File: config.mk
export PLATFORM = sky130hd
export DESIGN_NAME = duty_cycle_temperature_averager_core
export DESIGN_NICKNAME = d
export VERILOG_FILES = /design/src/hw/rtl/dcta_pkg.sv /design/src/hw/rtl/dcta_front.sv /design/src/hw/rtl/dcta_queue.sv /design/src/hw/rtl/dcta_div.sv /design/src/hw/rtl/dcta_back.sv /design/src/hw/rtl/duty_cycle_temperature_averager_core.sv
export SDC_FILE = /design/constraint.sdc
export NUM_CORES = 1
export LEC_CHECK = 0
export ABC_CLOCK_PERIOD_IN_PS = 7200
export CAP_MARGIN = 25
export CORE_MARGIN = 4
export CORE_UTILIZATION = 60
export DETAILED_ROUTE_END_ITERATION = 10
export DONT_BUFFER_PORTS = 1
export GPL_TIMING_DRIVEN = 0
export PLACE_DENSITY = 0.76
export SLEW_MARGIN = 20
export SYNTH_ARGS = -nofsm -noshare
export SYNTH_HDL_FRONTEND = slang
export SYNTH_SLANG_ARGS = --single-unit
File: constraint.sdc
create_clock -name clk -period 7.2 [get_ports clk]
set_input_delay 0.36 -clock clk [delete_from_list [all_inputs] [get_ports clk]]
set_output_delay 0.36 -clock clk [all_outputs]
set_load 0.05 [all_outputs]
File: src/hw/rtl/dcta_pkg.sv
// ----------------------------------------------------------------------------
// dcta_pkg
// Shared types and constants for the duty-cycle temperature averager.
// ----------------------------------------------------------------------------
package dcta_pkg;

    // Port and field widths
    localparam int TIME_W      = 10;
    localparam int TEMP_W      = 11;
    localparam int STATUS_W    = 3;
    localparam int LIMIT_W     = 8;
    localparam int S_TDATA_W   = 24;
    localparam int M_TDATA_W   = 16;
    localparam int M_TUSER_W   = 3;

    // Defaults for the top-level parameters
    localparam int unsigned DEF_SAMPLES = 10;
    localparam int unsigned DEF_TIMEOUT = 1000;
    localparam logic [LIMIT_W-1:0] LIMIT_RESET = 8'd10;

    // Round accumulator
    localparam int SUM_W = 15;

    // Iterative divider
    localparam int DIVIDEND_W = 24;
    localparam int DIVISOR_W  = 11;
    localparam int DIV_STEPS  = DIVIDEND_W;

    // Duty ratio in units of 0.01 percent and conversion to tenths of a degree
    localparam int RATIO_W  = 14;
    localparam int DIFF_W   = 15;
    localparam int SCALED_W = 18;
    localparam int MAG_W    = 17;
    localparam int T_W      = 13;
    localparam logic [DIVIDEND_W-1:0]     RATIO_SCALE  = 24'd10000;
    localparam logic signed [DIFF_W-1:0]  RATIO_OFFSET = 15'sd3200;
    localparam logic signed [SCALED_W-1:0] DEG_SCALE   = 18'sd10;

    // Divide by 47: floor(m * RECIP / 2^RECIP_SHIFT), exact for m < 182361
    localparam int RECIP_W     = 17;
    localparam int RECIP_SHIFT = 22;
    localparam int PROD_W      = MAG_W + RECIP_W;
    localparam int QUO_W       = PROD_W - RECIP_SHIFT;
    localparam logic [RECIP_W-1:0] RECIP = 17'd89241;

    // Sample window, exclusive on both ends
    localparam logic signed [T_W-1:0] T_MIN = -13'sd400;
    localparam logic signed [T_W-1:0] T_MAX = 13'sd800;

    localparam int QUEUE_DEPTH = 2;

    typedef enum logic [1:0] {
        K_MEAS      = 2'd0,
        K_HIGH_MISS = 2'd1,
        K_LOW_MISS  = 2'd2
    } kind_t;

    typedef enum logic [STATUS_W-1:0] {
        ST_OK           = 3'd0,
        ST_HIGH_MISSING = 3'd1,
        ST_HIGH_ALARM   = 3'd2,
        ST_LOW_MISSING  = 3'd3,
        ST_NO_SAMPLE    = 3'd4
    } status_t;

    typedef enum logic [2:0] {
        S_IDLE  = 3'd0,
        S_RATIO = 3'd1,
        S_SCALE = 3'd2,
        S_ACCUM = 3'd3,
        S_ROUND = 3'd4,
        S_AVG   = 3'd5,
        S_EMIT  = 3'd6
    } state_t;

    typedef struct packed {
        kind_t             kind;
        logic [TIME_W-1:0] high_time;
        logic [TIME_W-1:0] low_time;
    } item_t;

    typedef struct packed {
        logic                  start;
        logic [DIVIDEND_W-1:0] dividend;
        logic [DIVISOR_W-1:0]  divisor;
    } div_req_t;

    typedef struct packed {
        logic                  done;
        logic [DIVIDEND_W-1:0] quotient;
    } div_rsp_t;

endpackage

File: src/hw/rtl/dcta_front.sv
// ----------------------------------------------------------------------------
// dcta_front
// Input stage: takes pulse-pair beats, flags timeouts, feeds the queue.
// ----------------------------------------------------------------------------
module dcta_front
    import dcta_pkg::*;
#(
    parameter int unsigned PULSE_TIMEOUT = DEF_TIMEOUT
)
(
    input  logic                 clk,
    input  logic                 rst_n,
    input  logic                 s_tvalid,
    output logic                 s_tready,
    input  logic [S_TDATA_W-1:0] s_tdata,
    output logic                 push,
    output item_t                push_item,
    input  logic                 full
);

    logic              hold_valid_reg;
    logic              hold_valid_next;
    item_t             hold_item_reg;
    item_t             hold_item_next;
    logic [TIME_W-1:0] high_time;
    logic [TIME_W-1:0] low_time;
    logic              high_bad;
    logic              low_bad;
    logic              accept;

    assign high_time = s_tdata[TIME_W-1:0];
    assign low_time  = s_tdata[2*TIME_W-1:TIME_W];

    // width above the timeout counts as a timeout
    assign high_bad = (high_time == '0) || (32'(high_time) > PULSE_TIMEOUT);
    assign low_bad  = (low_time == '0) || (32'(low_time) > PULSE_TIMEOUT);

    assign push     = hold_valid_reg && !full;
    assign s_tready = !hold_valid_reg || !full;
    assign accept   = s_tvalid && s_tready;
    assign push_item = hold_item_reg;

    always_comb
    begin
        hold_valid_next = hold_valid_reg;
        hold_item_next  = hold_item_reg;
        if (push)
        begin
            hold_valid_next = 1'b0;
        end
        if (accept)
        begin
            hold_valid_next          = 1'b1;
            hold_item_next.high_time = high_time;
            hold_item_next.low_time  = low_time;
            if (high_bad)
            begin
                hold_item_next.kind = K_HIGH_MISS;
            end
            else if (low_bad)
            begin
                hold_item_next.kind = K_LOW_MISS;
            end
            else
            begin
                hold_item_next.kind = K_MEAS;
            end
        end
    end

    always_ff @(posedge clk or negedge rst_n)
    begin
        if (!rst_n)
        begin
            hold_valid_reg <= 1'b0;
        end
        else
        begin
            hold_valid_reg <= hold_valid_next;
        end
    end

    always_ff @(posedge clk)
    begin
        hold_item_reg <= hold_item_next;
    end

endmodule

File: src/hw/rtl/dcta_queue.sv
// ----------------------------------------------------------------------------
// dcta_queue
// Short FIFO of classified items between the front and back ends.
// ----------------------------------------------------------------------------
module dcta_queue
    import dcta_pkg::*;
(
    input  logic  clk,
    input  logic  rst_n,
    input  logic  push,
    input  item_t push_item,
    output logic  full,
    input  logic  pop,
    output item_t pop_item,
    output logic  empty
);

    localparam int PTR_W = (QUEUE_DEPTH > 1) ? $clog2(QUEUE_DEPTH) : 1;
    localparam int CNT_W = $clog2(QUEUE_DEPTH + 1);

    item_t             entry_reg [QUEUE_DEPTH];
    logic [PTR_W-1:0]  wr_ptr_reg;
    logic [PTR_W-1:0]  wr_ptr_next;
    logic [PTR_W-1:0]  rd_ptr_reg;
    logic [PTR_W-1:0]  rd_ptr_next;
    logic [CNT_W-1:0]  count_reg;
    logic [CNT_W-1:0]  count_next;
    logic              do_push;
    logic              do_pop;

    assign full     = (count_reg == CNT_W'(QUEUE_DEPTH));
    assign empty    = (count_reg == '0);
    assign do_push  = push && !full;
    assign do_pop   = pop && !empty;
    assign pop_item = entry_reg[rd_ptr_reg];

    always_comb
    begin
        wr_ptr_next = wr_ptr_reg;
        rd_ptr_next = rd_ptr_reg;
        count_next  = count_reg;
        if (do_push)
        begin
            wr_ptr_next = (wr_ptr_reg == PTR_W'(QUEUE_DEPTH - 1)) ? '0 : wr_ptr_reg + 1'b1;
        end
        if (do_pop)
        begin
            rd_ptr_next = (rd_ptr_reg == PTR_W'(QUEUE_DEPTH - 1)) ? '0 : rd_ptr_reg + 1'b1;
        end
        if (do_push && !do_pop)
        begin
            count_next = count_reg + 1'b1;
        end
        else if (do_pop && !do_push)
        begin
            count_next = count_reg - 1'b1;
        end
    end

    always_ff @(posedge clk or negedge rst_n)
    begin
        if (!rst_n)
        begin
            wr_ptr_reg <= '0;
            rd_ptr_reg <= '0;
            count_reg  <= '0;
        end
        else
        begin
            wr_ptr_reg <= wr_ptr_next;
            rd_ptr_reg <= rd_ptr_next;
            count_reg  <= count_next;
        end
    end

    always_ff @(posedge clk)
    begin
        if (do_push)
        begin
            entry_reg[wr_ptr_reg] <= push_item;
        end
    end

endmodule

File: src/hw/rtl/dcta_div.sv
// ----------------------------------------------------------------------------
// dcta_div
// Restoring divider, one quotient bit per cycle, shared by the back end.
// ----------------------------------------------------------------------------
module dcta_div
    import dcta_pkg::*;
(
    input  logic     clk,
    input  logic     rst_n,
    input  div_req_t req,
    output div_rsp_t rsp
);

    localparam int STEP_W = $clog2(DIV_STEPS + 1);

    logic                  busy_reg;
    logic                  busy_next;
    logic                  done_reg;
    logic                  done_next;
    logic [STEP_W-1:0]     step_reg;
    logic [STEP_W-1:0]     step_next;
    logic [DIVIDEND_W-1:0] quo_reg;
    logic [DIVIDEND_W-1:0] quo_next;
    logic [DIVISOR_W-1:0]  rem_reg;
    logic [DIVISOR_W-1:0]  rem_next;
    logic [DIVISOR_W-1:0]  dvs_reg;
    logic [DIVISOR_W-1:0]  dvs_next;
    logic [DIVISOR_W:0]    shifted;
    logic [DIVISOR_W:0]    trial;
    logic                  fits;

    assign shifted = {rem_reg, quo_reg[DIVIDEND_W-1]};
    assign trial   = shifted - {1'b0, dvs_reg};
    assign fits    = (shifted >= {1'b0, dvs_reg});

    always_comb
    begin
        busy_next = busy_reg;
        done_next = 1'b0;
        step_next = step_reg;
        quo_next  = quo_reg;
        rem_next  = rem_reg;
        dvs_next  = dvs_reg;
        if (req.start)
        begin
            busy_next = 1'b1;
            step_next = STEP_W'(DIV_STEPS);
            quo_next  = req.dividend;
            rem_next  = '0;
            dvs_next  = req.divisor;
        end
        else if (busy_reg)
        begin
            quo_next  = {quo_reg[DIVIDEND_W-2:0], fits};
            rem_next  = fits ? trial[DIVISOR_W-1:0] : shifted[DIVISOR_W-1:0];
            step_next = step_reg - 1'b1;
            if (step_reg == STEP_W'(1))
            begin
                busy_next = 1'b0;
                done_next = 1'b1;
            end
        end
    end

    always_ff @(posedge clk or negedge rst_n)
    begin
        if (!rst_n)
        begin
            busy_reg <= 1'b0;
            done_reg <= 1'b0;
            step_reg <= '0;
        end
        else
        begin
            busy_reg <= busy_next;
            done_reg <= done_next;
            step_reg <= step_next;
        end
    end

    always_ff @(posedge clk)
    begin
        quo_reg <= quo_next;
        rem_reg <= rem_next;
        dvs_reg <= dvs_next;
    end

    assign rsp.done     = done_reg;
    assign rsp.quotient = quo_reg;

endmodule

File: src/hw/rtl/dcta_back.sv
// ----------------------------------------------------------------------------
// dcta_back
// Sequencer: converts pairs to samples, keeps the round and miss state,
// averages each round and holds the result beat for the output.
// ----------------------------------------------------------------------------
module dcta_back
    import dcta_pkg::*;
#(
    parameter int unsigned SAMPLES_PER_READING = DEF_SAMPLES
)
(
    input  logic                     clk,
    input  logic                     rst_n,
    input  logic                     cfg_valid,
    input  logic [LIMIT_W-1:0]       cfg_data,
    input  logic                     q_empty,
    input  item_t                    q_item,
    output logic                     q_pop,
    output div_req_t                 div_req,
    input  div_rsp_t                 div_rsp,
    output logic                     out_valid,
    input  logic                     out_ready,
    output logic signed [TEMP_W-1:0] out_temp,
    output status_t                  out_status
);

    localparam int CNT_W = $clog2(SAMPLES_PER_READING + 1);
    localparam logic [CNT_W-1:0] LAST_IDX = CNT_W'(SAMPLES_PER_READING);

    state_t                    state_reg;
    state_t                    state_next;
    logic [CNT_W-1:0]          idx_reg;
    logic [CNT_W-1:0]          idx_next;
    logic [CNT_W-1:0]          vc_reg;
    logic [CNT_W-1:0]          vc_next;
    logic signed [SUM_W-1:0]   sum_reg;
    logic signed [SUM_W-1:0]   sum_next;
    logic [LIMIT_W-1:0]        mc_reg;
    logic [LIMIT_W-1:0]        mc_next;
    logic [LIMIT_W-1:0]        limit_reg;
    logic [LIMIT_W-1:0]        limit_next;
    logic                      out_valid_reg;
    logic                      out_valid_next;
    logic                      neg_reg;
    logic                      neg_next;
    logic [MAG_W-1:0]          mag_reg;
    logic [MAG_W-1:0]          mag_next;
    logic [PROD_W-1:0]         prod_reg;
    logic [PROD_W-1:0]         prod_next;
    logic signed [TEMP_W-1:0]  res_temp_reg;
    logic signed [TEMP_W-1:0]  res_temp_next;
    status_t                   res_status_reg;
    status_t                   res_status_next;
    logic signed [TEMP_W-1:0]  out_temp_reg;
    logic signed [TEMP_W-1:0]  out_temp_next;
    status_t                   out_status_reg;
    status_t                   out_status_next;

    logic                      slot_free;
    logic [LIMIT_W:0]          miss_inc;
    logic [DIVIDEND_W-1:0]     ratio_num;
    logic [DIVISOR_W-1:0]      ratio_den;
    logic signed [DIFF_W-1:0]  diff;
    logic signed [SCALED_W-1:0] scaled;
    logic [MAG_W-1:0]          scaled_mag;
    logic [QUO_W-1:0]          t_mag;
    logic signed [T_W-1:0]     t_val;
    logic                      in_window;
    logic [SUM_W-1:0]          sum_abs;
    logic [TEMP_W-1:0]         avg_q;
    logic signed [TEMP_W-1:0]  avg_val;

    assign slot_free = !out_valid_reg || out_ready;
    assign miss_inc  = {1'b0, mc_reg} + 1'b1;
    assign ratio_num = DIVIDEND_W'(q_item.high_time) * RATIO_SCALE;
    assign ratio_den = DIVISOR_W'(q_item.high_time) + DIVISOR_W'(q_item.low_time);

    // sample = trunc(10 * (ratio - 3200) / 47), done as sign and magnitude
    assign diff       = signed'({1'b0, div_rsp.quotient[RATIO_W-1:0]}) - RATIO_OFFSET;
    assign scaled     = SCALED_W'(diff) * DEG_SCALE;
    assign scaled_mag = scaled[SCALED_W-1] ? MAG_W'(-scaled) : MAG_W'(scaled);
    assign t_mag      = prod_reg[PROD_W-1:RECIP_SHIFT];
    assign t_val      = neg_reg ? -signed'({1'b0, t_mag}) : signed'({1'b0, t_mag});
    assign in_window  = (t_val > T_MIN) && (t_val < T_MAX);

    assign sum_abs = sum_reg[SUM_W-1] ? SUM_W'(-sum_reg) : SUM_W'(sum_reg);
    assign avg_q   = div_rsp.quotient[TEMP_W-1:0];
    assign avg_val = neg_reg ? -signed'(avg_q) : signed'(avg_q);

    // next state
    always_comb
    begin
        state_next = state_reg;
        unique case (state_reg)
            S_IDLE:
            begin
                if (!q_empty)
                begin
                    unique case (q_item.kind)
                        K_MEAS:      state_next = S_RATIO;
                        K_HIGH_MISS: state_next = S_EMIT;
                        K_LOW_MISS:  state_next = S_EMIT;
                        default:     state_next = S_IDLE;
                    endcase
                end
            end
            S_RATIO:
            begin
                if (div_rsp.done)
                begin
                    state_next = S_SCALE;
                end
            end
            S_SCALE: state_next = S_ACCUM;
            S_ACCUM: state_next = S_ROUND;
            S_ROUND:
            begin
                if (idx_reg >= LAST_IDX)
                begin
                    state_next = (vc_reg == '0) ? S_EMIT : S_AVG;
                end
                else
                begin
                    state_next = S_IDLE;
                end
            end
            S_AVG:
            begin
                if (div_rsp.done)
                begin
                    state_next = S_EMIT;
                end
            end
            S_EMIT:
            begin
                if (slot_free)
                begin
                    state_next = S_IDLE;
                end
            end
            default: state_next = S_IDLE;
        endcase
    end

    // outputs and datapath
    always_comb
    begin
        q_pop           = 1'b0;
        div_req         = '0;
        idx_next        = idx_reg;
        vc_next         = vc_reg;
        sum_next        = sum_reg;
        mc_next         = mc_reg;
        limit_next      = cfg_valid ? cfg_data : limit_reg;
        neg_next        = neg_reg;
        mag_next        = mag_reg;
        prod_next       = prod_reg;
        res_temp_next   = res_temp_reg;
        res_status_next = res_status_reg;
        out_valid_next  = out_valid_reg && !out_ready;
        out_temp_next   = out_temp_reg;
        out_status_next = out_status_reg;
        unique case (state_reg)
            S_IDLE:
            begin
                if (!q_empty)
                begin
                    q_pop = 1'b1;
                    unique case (q_item.kind)
                        K_HIGH_MISS:
                        begin
                            idx_next      = '0;
                            vc_next       = '0;
                            sum_next      = '0;
                            res_temp_next = '0;
                            if (miss_inc >= {1'b0, limit_reg})
                            begin
                                mc_next         = '0;
                                res_status_next = ST_HIGH_ALARM;
                            end
                            else
                            begin
                                mc_next         = miss_inc[LIMIT_W-1:0];
                                res_status_next = ST_HIGH_MISSING;
                            end
                        end
                        K_LOW_MISS:
                        begin
                            idx_next        = '0;
                            vc_next         = '0;
                            sum_next        = '0;
                            res_temp_next   = '0;
                            res_status_next = ST_LOW_MISSING;
                        end
                        K_MEAS:
                        begin
                            div_req.start    = 1'b1;
                            div_req.dividend = ratio_num;
                            div_req.divisor  = ratio_den;
                        end
                        default:
                        begin
                        end
                    endcase
                end
            end
            S_RATIO:
            begin
                if (div_rsp.done)
                begin
                    neg_next = scaled[SCALED_W-1];
                    mag_next = scaled_mag;
                end
            end
            S_SCALE:
            begin
                prod_next = PROD_W'(mag_reg) * PROD_W'(RECIP);
            end
            S_ACCUM:
            begin
                if (in_window)
                begin
                    sum_next = sum_reg + SUM_W'(t_val);
                    vc_next  = vc_reg + 1'b1;
                end
                idx_next = idx_reg + 1'b1;
            end
            S_ROUND:
            begin
                if (idx_reg >= LAST_IDX)
                begin
                    if (vc_reg == '0)
                    begin
                        res_temp_next   = '0;
                        res_status_next = ST_NO_SAMPLE;
                        mc_next         = '0;
                        idx_next        = '0;
                        sum_next        = '0;
                    end
                    else
                    begin
                        div_req.start    = 1'b1;
                        div_req.dividend = DIVIDEND_W'(sum_abs);
                        div_req.divisor  = DIVISOR_W'(vc_reg);
                        neg_next         = sum_reg[SUM_W-1];
                    end
                end
            end
            S_AVG:
            begin
                if (div_rsp.done)
                begin
                    res_temp_next   = avg_val;
                    res_status_next = ST_OK;
                    mc_next         = '0;
                    idx_next        = '0;
                    vc_next         = '0;
                    sum_next        = '0;
                end
            end
            S_EMIT:
            begin
                if (slot_free)
                begin
                    out_valid_next  = 1'b1;
                    out_temp_next   = res_temp_reg;
                    out_status_next = res_status_reg;
                end
            end
            default:
            begin
            end
        endcase
    end

    always_ff @(posedge clk or negedge rst_n)
    begin
        if (!rst_n)
        begin
            state_reg     <= S_IDLE;
            idx_reg       <= '0;
            vc_reg        <= '0;
            sum_reg       <= '0;
            mc_reg        <= '0;
            limit_reg     <= LIMIT_RESET;
            out_valid_reg <= 1'b0;
        end
        else
        begin
            state_reg     <= state_next;
            idx_reg       <= idx_next;
            vc_reg        <= vc_next;
            sum_reg       <= sum_next;
            mc_reg        <= mc_next;
            limit_reg     <= limit_next;
            out_valid_reg <= out_valid_next;
        end
    end

    always_ff @(posedge clk)
    begin
        neg_reg        <= neg_next;
        mag_reg        <= mag_next;
        prod_reg       <= prod_next;
        res_temp_reg   <= res_temp_next;
        res_status_reg <= res_status_next;
        out_temp_reg   <= out_temp_next;
        out_status_reg <= out_status_next;
    end

    assign out_valid  = out_valid_reg;
    assign out_temp   = out_temp_reg;
    assign out_status = out_status_reg;

`ifndef ASSERT_OFF
    a_err_temp_zero: assert property (@(posedge clk) disable iff (!rst_n)
        out_valid_reg && (out_status_reg != ST_OK) |-> out_temp_reg == '0)
        else $error("error beat carries a nonzero temperature");

    a_round_bound: assert property (@(posedge clk) disable iff (!rst_n)
        (vc_reg <= idx_reg) && (idx_reg <= LAST_IDX))
        else $error("round counters out of range");

    a_alarm_clears: assert property (@(posedge clk) disable iff (!rst_n)
        (state_reg == S_EMIT) && (res_status_reg == ST_HIGH_ALARM) |-> mc_reg == '0)
        else $error("miss counter not cleared after alarm");

    a_div_start: assert property (@(posedge clk) disable iff (!rst_n)
        div_req.start |=> (state_reg == S_RATIO) || (state_reg == S_AVG))
        else $error("divider started outside a divide step");
`endif

endmodule

File: src/hw/rtl/duty_cycle_temperature_averager_core.sv
// ----------------------------------------------------------------------------
// duty_cycle_temperature_averager_core
// Flow: a timeout pair gives a status beat without a divide. A measured
//   pair waits on the shared 24-step divider; the last pair of a round
//   waits on it again for the average if any of its samples fell in the
//   window. The back end takes one pair at a time; the front and a 2-deep
//   queue take pairs meanwhile.
// Reset: asynchronous, active low; clears round, miss counter, queue and the
//   output beat, and loads the alarm limit with 10.
// ----------------------------------------------------------------------------
module duty_cycle_temperature_averager_core
    import dcta_pkg::*;
#(
    parameter int unsigned SAMPLES_PER_READING = DEF_SAMPLES,
    parameter int unsigned PULSE_TIMEOUT       = DEF_TIMEOUT
)
(
    input  logic                 clk,
    input  logic                 rst_n,
    input  logic                 s_tvalid,
    output logic                 s_tready,
    input  logic [S_TDATA_W-1:0] s_tdata,   // [9:0] high_time, [19:10] low_time
    output logic                 m_tvalid,
    input  logic                 m_tready,
    output logic [M_TDATA_W-1:0] m_tdata,   // [10:0] temperature_tenths
    output logic [M_TUSER_W-1:0] m_tuser,   // [2:0] status
    input  logic                 cfg_valid,
    output logic                 cfg_ready,
    input  logic [LIMIT_W-1:0]   cfg_data
);

    logic                     push;
    item_t                    push_item;
    logic                     full;
    logic                     pop;
    item_t                    pop_item;
    logic                     empty;
    div_req_t                 div_req;
    div_rsp_t                 div_rsp;
    logic signed [TEMP_W-1:0] out_temp;
    status_t                  out_status;

    assign cfg_ready = 1'b1;

    dcta_front #(
        .PULSE_TIMEOUT (PULSE_TIMEOUT)
    ) u_front (
        .clk       (clk),
        .rst_n     (rst_n),
        .s_tvalid  (s_tvalid),
        .s_tready  (s_tready),
        .s_tdata   (s_tdata),
        .push      (push),
        .push_item (push_item),
        .full      (full)
    );

    dcta_queue u_queue (
        .clk       (clk),
        .rst_n     (rst_n),
        .push      (push),
        .push_item (push_item),
        .full      (full),
        .pop       (pop),
        .pop_item  (pop_item),
        .empty     (empty)
    );

    dcta_div u_div (
        .clk   (clk),
        .rst_n (rst_n),
        .req   (div_req),
        .rsp   (div_rsp)
    );

    dcta_back #(
        .SAMPLES_PER_READING (SAMPLES_PER_READING)
    ) u_back (
        .clk        (clk),
        .rst_n      (rst_n),
        .cfg_valid  (cfg_valid),
        .cfg_data   (cfg_data),
        .q_empty    (empty),
        .q_item     (pop_item),
        .q_pop      (pop),
        .div_req    (div_req),
        .div_rsp    (div_rsp),
        .out_valid  (m_tvalid),
        .out_ready  (m_tready),
        .out_temp   (out_temp),
        .out_status (out_status)
    );

    assign m_tdata = {{(M_TDATA_W - TEMP_W){1'b0}}, out_temp};
    assign m_tuser = out_status;

endmodule

Word level (Yosys, flattened, before mapping). Memories as Yosys holds them, arrays and structs flattened. Index checks and enable logic that the tools add are counted.

RAM bits: 44. Flip-flop bits (word level): 203. Input port bits: 37. Output and inout bits: 22. Word-level logic and storage cells: 199. Memories kept: 1.

$lt $le $gt $ge: 7. Reductions and logical operators: 43. Equal/unequal tests: 21. Add/subtract/negate cells: 16. Muxes and demuxes: 80. Multiply operators: 3.

Memories: u_queue.entry_reg (depth 2, width 22, read ports 1, clocked after Yosys merged registers in 0, wr ports 1, RTL line dcta_queue.sv:21) `item_t entry_reg [QUEUE_DEPTH];`.

Operators by type and width (number): $mux W36 (4); $mux W15 (7); $mux W11 (7); $pmux W36 S2 (1); $pmux W15 S4 (1); $mux W24 (2); $mux W8 (6); $mul A17 B17 Y34 const B (1); $pmux W11 S3 (1); $mux W3 (9); $mux W4 (6); $pmux W8 S3 (1); $reduce_and A6 Y1 (4); $pmux W3 S7 (1); $gt A10 B10 Y1 const B (2); $logic_not A10 Y1 (2); $mul A10 B10 Y20 const B (1); $mux W1 (19); $mul A15 B4 Y17 const B (1); $mux W17 (1); $neg A17 Y17 (1); $pmux W4 S4 (1); $add A15 B13 Y15 (1); $neg A15 Y15 (1); 46 further kinds (89).

Depth between registers and ports, before layout. Gate-level depths: netlist of run 1.

Depth in word-level cells: 8. Depth in mapped cells: 20. Depth with buffers taken out: 20.

Modules after synthesis. A second synthesis of run 1 with hierarchy kept.

Cells, all modules: 1880. Area total of the unflattened synthesis: 19104.6 um2.

By module, submodules not included: dcta_back (area an instance 13604.3 um2, seq. area each 2790.2 um2, cells an instance 1497, times used 1); dcta_div (area an instance 2840.2 um2, seq. area each 1446.4 um2, cells an instance 246, times used 1); dcta_queue (area an instance 1788.0 um2, seq. area each 1421.4 um2, cells an instance 87, times used 1); dcta_front (area an instance 819.5 um2, seq. area each 685.7 um2, cells an instance 42, times used 1); duty_cycle_temperature_averager_core (area an instance 52.6 um2, seq. area each 0.0 um2, cells an instance 8, times used 1).

Worst setup path before layout of run 1. No wires, ideal clock.

Path kind: register -> register. Start point: register u_back.mag_reg[5]. End point: register u_back.prod_reg[33], data pin. Setup time: 0.262 ns. Setup slack: 1.491 ns. Buffers on the path: 0. Data arrival time: 5.448 ns. Clock period less this slack: 5.709 ns. Required time: 6.938 ns. Cell stages (with the launch flop): 21. Cells stage by stage: edfxtp_1 > ha_1 > inv_1 > fa_1 > inv_1 > fa_1 > fa_1 > fa_1 > inv_1 > fa_1 > inv_1 > ha_1 > nand2_1 > a2111oi_0 > o22ai_1 > o211ai_1 > o21ai_0 > o21ai_0 > nor4_1 > nor3_1 > xnor2_1.

Word-level cells in the longest chain between the ends: 1.

Ends and longest elaborated chain: from (decl) (RTL line dcta_back.sv:46) `logic [MAG_W-1:0] mag_reg;`; from (signal assigned) (RTL line dcta_back.sv:303) `mag_reg <= mag_next;`; $mul A17 B17 Y34 (RTL line dcta_back.sv:217) `prod_next = PROD_W'(mag_reg) * PROD_W'(RECIP);`; to (signal assigned) (RTL line dcta_back.sv:304) `prod_reg <= prod_next;`; to (decl) (RTL line dcta_back.sv:48) `logic [PROD_W-1:0] prod_reg;`.

No other way between the ends. A chain may end at the register's enable or synchronous reset.

Worst setup path in the final report of run 1.
Start point: register u_back.mag_reg[8]. End point: register u_back.prod_reg[33], data pin.

Same word-level chain as after synthesis.

==> results of run 1 <==
[layer usage]
| layer | track usage [%] | part of all wire [%] |
|---|---|---|
| met1 | 34.4 | 45 |
| met2 | 40.4 | 47 |
| met3 | 4.18 | 6.0 |
| met4 | 4.61 | 1.7 |
| met5 | 0 | 0.047 |
[cell type report]
cell class / instances / area share [%]
Timing Repair Buffer: 37 / 1.88
Sequential cell: 224 / 31.0
Clock buffer: 28 / 2.95
Multi-Input combinational cell: 1250 / 54.0
Inverter: 322 / 5.91
Clock inverter: 13 / 0.856
Buffer: 44 / 1.02
Tap cell: 396 / 2.42
[through the flow]
step                setup WS, ps  area (µm²)  power (mW)
finish                       581       20500        5.04
global route                 141       20500        5.47
CTS                          503       20400        5.05
detailed placement           566       19300        3.76
global placement             706       19300        3.70
floorplan                   1490       18800        3.31
[path summary, 6_finish.rpt]
check | from | to | slack (ps)
worst max-delay path | u_back.mag_reg[8] | u_back.prod_reg[33] | 580
worst min-delay path | cfg_data[7] | u_back.limit_reg[7] | 40
worst max register to register | u_back.mag_reg[8] | u_back.prod_reg[33] | 580
worst min register to register | u_back.res_temp_reg[8] | u_back.out_temp[8] | 420
max in group asynchronous | rst_n | u_back.limit_reg[1] | 6550
min in group asynchronous | rst_n | u_back.limit_reg[0] | 370
[power by group]
group,leakage (nW),total [mW],internal (mW),switching (mW)
combinational,6.99,2.25,0.968,1.28
sequential,2.11,1.55,1.51,0.0406
clock,0.371,1.24,0.742,0.498
total,9.47,5.04,3.22,1.82
[worst register-to-register path: stages (launching register included)]
cell	delay, ps
edfxtp_1	610
ha_1	440
inv_1	60
fa_1	480
inv_1	80
fa_1	500
fa_1	530
fa_1	550
inv_1	60
fa_1	530
inv_1	40
ha_1	320
nand2_1	60
a2111oi_0	350
o22ai_1	180
o211ai_1	430
o21ai_0	260
o21ai_1	330
nor4_1	90
nor3_1	290
xnor2_1	170
[layout by cell type, fill, tap and decap left out, types with 7 or more instances in the layout]
cell           count
inv_1            321
ha_1             289
edfxtp_1         158
fa_1             103
nor2_1           100
nand2_1           90
o21ai_0           85
a21oi_1           70
xnor2_1           67
xor2_1            55
dfrtp_1           53
nor3_1            38
clkbuf_1          35
dlygate4sd3_1     30
nand3_1           29
clkbuf_16         23
o31ai_1           21
nand2b_1          21
a31oi_1           18
a21o_1            18
mux2_2            18
mux2i_1           17
nor2b_1           16
or2_2             14
o21a_1            12
nand4_1           11
nor4_1            11
dfxtp_1           11
o21bai_1          10
and3_1             9
or3_1              9
a22oi_1            9
buf_4              8
o211ai_1           7
or4_1              7
and2_1             7
a211oi_1           7
[cells by family (layout without fill, tap and decap cells)]
group / Yosys count / in the layout / synth area share, %
XOR/XNOR: 122 / 122 / 5.69
other: 2 / 6 / 0.0400
buffers and inverters: 366 / 444 / 7.55
AO/OA/AOI/OAI: 310 / 310 / 10.5
multiplexers: 36 / 36 / 2.07
AND/OR/NAND/NOR: 384 / 384 / 10.1
flip-flops: 224 / 224 / 33.8
adder cells (fa/ha/maj): 392 / 392 / 30.2
[what timing repair did]
item / 4_1_cts / 5_1_grt
gates resized for setup: 0 / 1
endpoints found under the setup margin: 0 / 1
hold endpoints to repair: 83 / 0
hold buffers: 31 / 0
==> out/results.tsv, run 1 <==
metric	value	unit
Util after Layout	66.5	%
delay of the slowest critical-path stage	610	ps
vias after detailed routing	13200	
WP data arrival	6870	ps
number of synthesized flops with an enable pin	158	
DR WL/cell	17.6	µm
count of cell types in the netlist	70	
Root Driver	clkbuf_16	
main flop type after synthesis	edfxtp_1	
post-CTS repair timing setup buffer count	0	
max reg flops	44	
Clock Skew	10.0	ps
Ports	59	
share of layout cells above drive strength 1	5.63	%
cell depth of the worst setup path	20	
Setup crit end kind	flip-flop	
Final TNS setup	0	ps
CTS sink cnt	224	
FP Rows	64	
class of the worst hold path	in2reg	
core area	30700	µm²
Initial DRT Pass Iterations	6	
reg2reg path depth	20	
final hold vios	0	
most frequent CP cell	fa_1	
CP max FO	7	
Max Clock Freq	151	MHz
outcome	complete, no violations	
largest net degree at the start of global routing	56	
overall global routing resource usage	24.4	%
CTS Buf Count	23	
Required @ worst endpoint	7450	ps
Antenna diodes	0	
Mapped Avg Cell Area	10.2	µm²
Final Max Slew Viols	0	
initial antenna violation count	2	
Synth top cells by count	321 x inv_1, 289 x ha_1, 158 x edfxtp_1	
clk buf depth	3	
power per cell area	246	nW/µm²
Final min period	6620	ps
CTS tree	done	
WL final	40.7	mm
largest area contributor in the netlist	edfxtp_1	
Yosys reg bits	224	
GRT Residual Overflow	0	
CP bufs+invs	4	
CP max stage cell	edfxtp_1	
critical-path cell list	ha_1, inv_1, fa_1, inv_1, fa_1, fa_1, fa_1, inv_1, fa_1, inv_1, ha_1, nand2_1, a2111oi_0, o22ai_1, o211ai_1, o21ai_0, o21ai_1, nor4_1, nor3_1, xnor2_1	
Rel. slew slack	37.5	%
post-synth top area share	25.3	%
starting DRC count in detailed routing	801	
first-pass GRT wire length	67.5	mm
die area	34200	µm²
Worst-Margin Slew	926	ps
Static Leakage	9.47	nW
non-filler instance count after layout	2314	
Starting Density	61.1	%
Max IR drop VDD	0.998	mV
max cap viols	0	
Die Width	185	µm
FF+latch area	6340	µm²
Synth-to-Final Area Change	8.98	%
multi-input combinational cell area	11000	µm²
# fillers	2335	
Worst Hold Slack	38.8	ps
Nets	2331	
synthesized area	18800	µm²
Post-DP HPWL	31.4	mm
top-count cell post-synth	inv_1	
Port Buffers	0	
critical path class	reg2reg	
Seq/Total Area, Yosys	33.8	%
synth warn	0	
Worst path top cell family by delay	adder cells	
clk_lat worst skew	520	ps
Inst Count DP	2239	
fin crit share	91.9	%
Synth area leaders	edfxtp_1 25%, ha_1 19%, fa_1 11%, dfrtp_1 7.1%, inv_1 6.4%	
routability cong.	0.898	
antenna-violating nets left	0	
# H-tree levels	1	
# DRC	0	
setup violators final	0	
unrepaired setup endpoints after global routing	false	
Post-Synthesis Cells	1836	
number of global-route vias before repair	13500	
clock slew seen by the registers of the worst setup and hold paths	70	ps
Startpoint Class	flip-flop	
via/cell ratio	5.72	
die extent in y	185	µm
Async S/R FF share, synth	24.6	%
Hold Path Cell Cnt	2	
No activity file was read; power rests on OpenSTA's default activity.
==> run 2, diff against run 1 <==
ABC_AREA = 1   (was unset)
==> run 2 against run 1 <==
Worst setup slack better by 960 ps. Final cell count up 25%. Via count is 19% higher. Cell area grew 6.8%. Routed wire length rose by 12%. Largest cell class unchanged. Highest routed layer is now met4.
==> out/results.tsv, run 2 <==
metric	value	unit
GRT Residual Overflow	0	
commonest non-fill, non-tap cell in the layout	inv_1	
largest net degree at the start of global routing	56	
FP Rows	66	
Worst path top cell family by delay	adder cells	
Initial DRT Pass Iterations	5	
reg2reg end	u_back.prod_reg[27]	
Required @ worst endpoint	7490	ps
core area	32800	µm²
Hold Path Cell Cnt	3	
WL final	45.5	mm
reg2reg path depth	19	
# DRC	0	
met3 routed WL	2.77	mm
Worst-Margin Slew	1000	ps
overall global routing resource usage	25.6	%
Synth area leaders	edfxtp_1 24%, ha_1 18%, fa_1 10%, inv_1 8.5%, nand2_1 8.4%	
Max Clock Freq	177	MHz
CTS sink cnt	224	
commonest cells after routing, fill and taps aside	452 x inv_1, 449 x nand2_1, 289 x ha_1	
WP data arrival	5940	ps
DR WL/cell	15.8	µm
cell depth of the worst setup path	19	
fin crit share	78.5	%
post-CTS repair timing setup buffer count	0	
Rel. slew slack	33.3	%
Root Driver	clkbuf_16	
critical-path cell list	ha_1, inv_1, fa_1, inv_1, fa_1, inv_1, fa_1, inv_1, fa_1, fa_1, ha_1, nand2_1, inv_1, nand2_1, nor3_1, nand4_1, nand3_1, a21oi_1, xnor2_1	
antenna-violating nets left	0	
Yosys reg bits	224	
clock slew seen by the registers of the worst setup and hold paths	60	ps
max cap viols	0	
Port Buffers	0	
worst r2r src	u_back.mag_reg[9]	
starting DRC count in detailed routing	845	
unrepaired setup endpoints after global routing	false	
setup violators final	0	
delay of the slowest critical-path stage	590	ps
top-count cell post-synth	inv_1	
Final min period	5650	ps
synth warn	0	
CP max FO	7	
Nets	2857	
vias after detailed routing	15800	
R2R setup slack	1550	ps
hold_sp	m_tready	
post-synth top area share	23.6	%
critical path class	reg2reg	
Synth top cells by count	452 x inv_1, 449 x nand2_1, 289 x ha_1	
DRT met1 WL	19.7	mm
Seq/Total Area, Yosys	31.6	%
final hold vios	0	
highest routed layer	met4	
Starting Density	61.2	%
synthesized area	20100	µm²
# fillers	2708	
max reg flops	44	
Setup crit end kind	flip-flop	
routability cong.	0.912	
Final TNS setup	0	ps
count of cell types in the netlist	61	
# H-tree levels	1	
CP bufs+invs	5	
worst hold path endpoint	u_back.out_valid	
share of layout cells above drive strength 1	5.47	%
largest area contributor in the netlist	edfxtp_1	
CTS Buf Count	26	
main flop type after synthesis	edfxtp_1	
via/cell ratio	5.46	
number of synthesized flops with an enable pin	158	
Die Width	191	µm
CTS tree	done	
Post-Synthesis Cells	2360	
Ports	59	
die extent in y	191	µm
Worst Hold Slack	42.0	ps
clk_lat worst skew	550	ps
Clock Skew	19.5	ps
Post-DP HPWL	36.0	mm
CP max stage cell	edfxtp_1	
initial antenna violation count	0	
Antenna diodes	0	
die area	36400	µm²
Async S/R FF share, synth	24.6	%
first-pass GRT wire length	75.9	mm
clk buf depth	3	
Met2 Wirelength	21.6	mm
class of the worst hold path	in2reg	
Synth-to-Final Area Change	8.91	%
number of global-route vias before repair	15800	
Mapped Avg Cell Area	8.50	µm²
Final Max Slew Viols	0	
outcome	complete, no violations	
Startpoint Class	flip-flop	
-- run 2: cell types whose count changed in the layout (fill, tap and decap cells not counted), moves of 42 or more --
cell     before  now
a21oi_1      70  119
inv_1       321  452
nand2_1      90  449
nand3_1      29  125
nor2_1      100  164
xnor2_1      67   25
-- run 2: worst max-delay path by stage --
| stage | slack, ps | end | startpoint |
|---|---|---|---|
| after CTS | 1600 | u_back.prod_reg[27] | u_back.mag_reg[7] |
| after global placement | 1680 | u_back.prod_reg[27] | u_back.mag_reg[7] |
| final | 1550 | u_back.prod_reg[27] | u_back.mag_reg[9] |
| after floorplan | 2250 | u_back.prod_reg[33] | u_back.mag_reg[4] |
| after detailed placement | 1660 | u_back.prod_reg[28] | u_back.mag_reg[7] |
| after global routing | 1320 | u_back.prod_reg[28] | u_back.mag_reg[4] |
-- run 2: metrics by stage --
stage          std cells  util (%)  cell area [µm²]  setup slack (ps)
4_1_cts             2890      66.7            21900              1600
3_5_place_dp        2810      63.1            20700              1660
5_1_grt             2890      66.7            21900              1320
3_3_place_gp        2806      63.0            20600              1680
6_report            2890      66.7            21900              1550
2_1_floorplan       2364         -            20100              2250
-- run 2: layout make-up --
| type | count | area [µm²] | share of cell area (%) |
|---|---|---|---|
| clock inverter | 16 | 131 | 0.601 |
| timing repair buffer | 36 | 379 | 1.73 |
| sequential | 224 | 6340 | 29.0 |
| tap | 442 | 553 | 2.53 |
| buffer | 37 | 211 | 0.967 |
| clock buffer | 32 | 693 | 3.17 |
| inverter | 464 | 1750 | 8.00 |
| multi-input combinational | 1639 | 11800 | 54.0 |
-- run 2: logic make-up (layout without fill, tap and decap cells) --
family                     Yosys count  count (layout)  synth area share, %
and+or+nand+nor                    869             869                 18.8
buffers and inverters              501             585                 9.77
adders and majority gates          392             392                 28.3
AOI/OAI and AO/OA                  303             303                 8.48
DFF                                224             224                 31.6
xor gates and xnor gates            68              68                 3.00
other                                2               6               0.0374
muxes                                1               1               0.0561
-- run 2: worst register-to-register path, cell delays in order, from the launching register on --
cell	delay, ps
edfxtp_1	590
ha_1	410
inv_1	60
fa_1	480
inv_1	60
fa_1	540
inv_1	60
fa_1	530
inv_1	50
fa_1	570
fa_1	460
ha_1	380
nand2_1	130
inv_1	70
nand2_1	60
nor3_1	350
nand4_1	150
nand3_1	190
a21oi_1	100
xnor2_1	150
-- run 2: repair_timing --
item | CTS | global route
gates resized for setup | 0 | 0
hold endpoints to repair | 84 | 0
hold buffers | 32 | 0
-- run 2: layer usage --
layer,up-vias,global-route usage [%]
met4,0,7.90
met2,401,43.5
li1,7858,-
met3,98,4.57
met1,7414,33.6
met5,-,0
Power of run 2 is left out: the tool's default activity adds up to more than one toggle a clock period on the data nets, which glitch-free logic cannot reach.
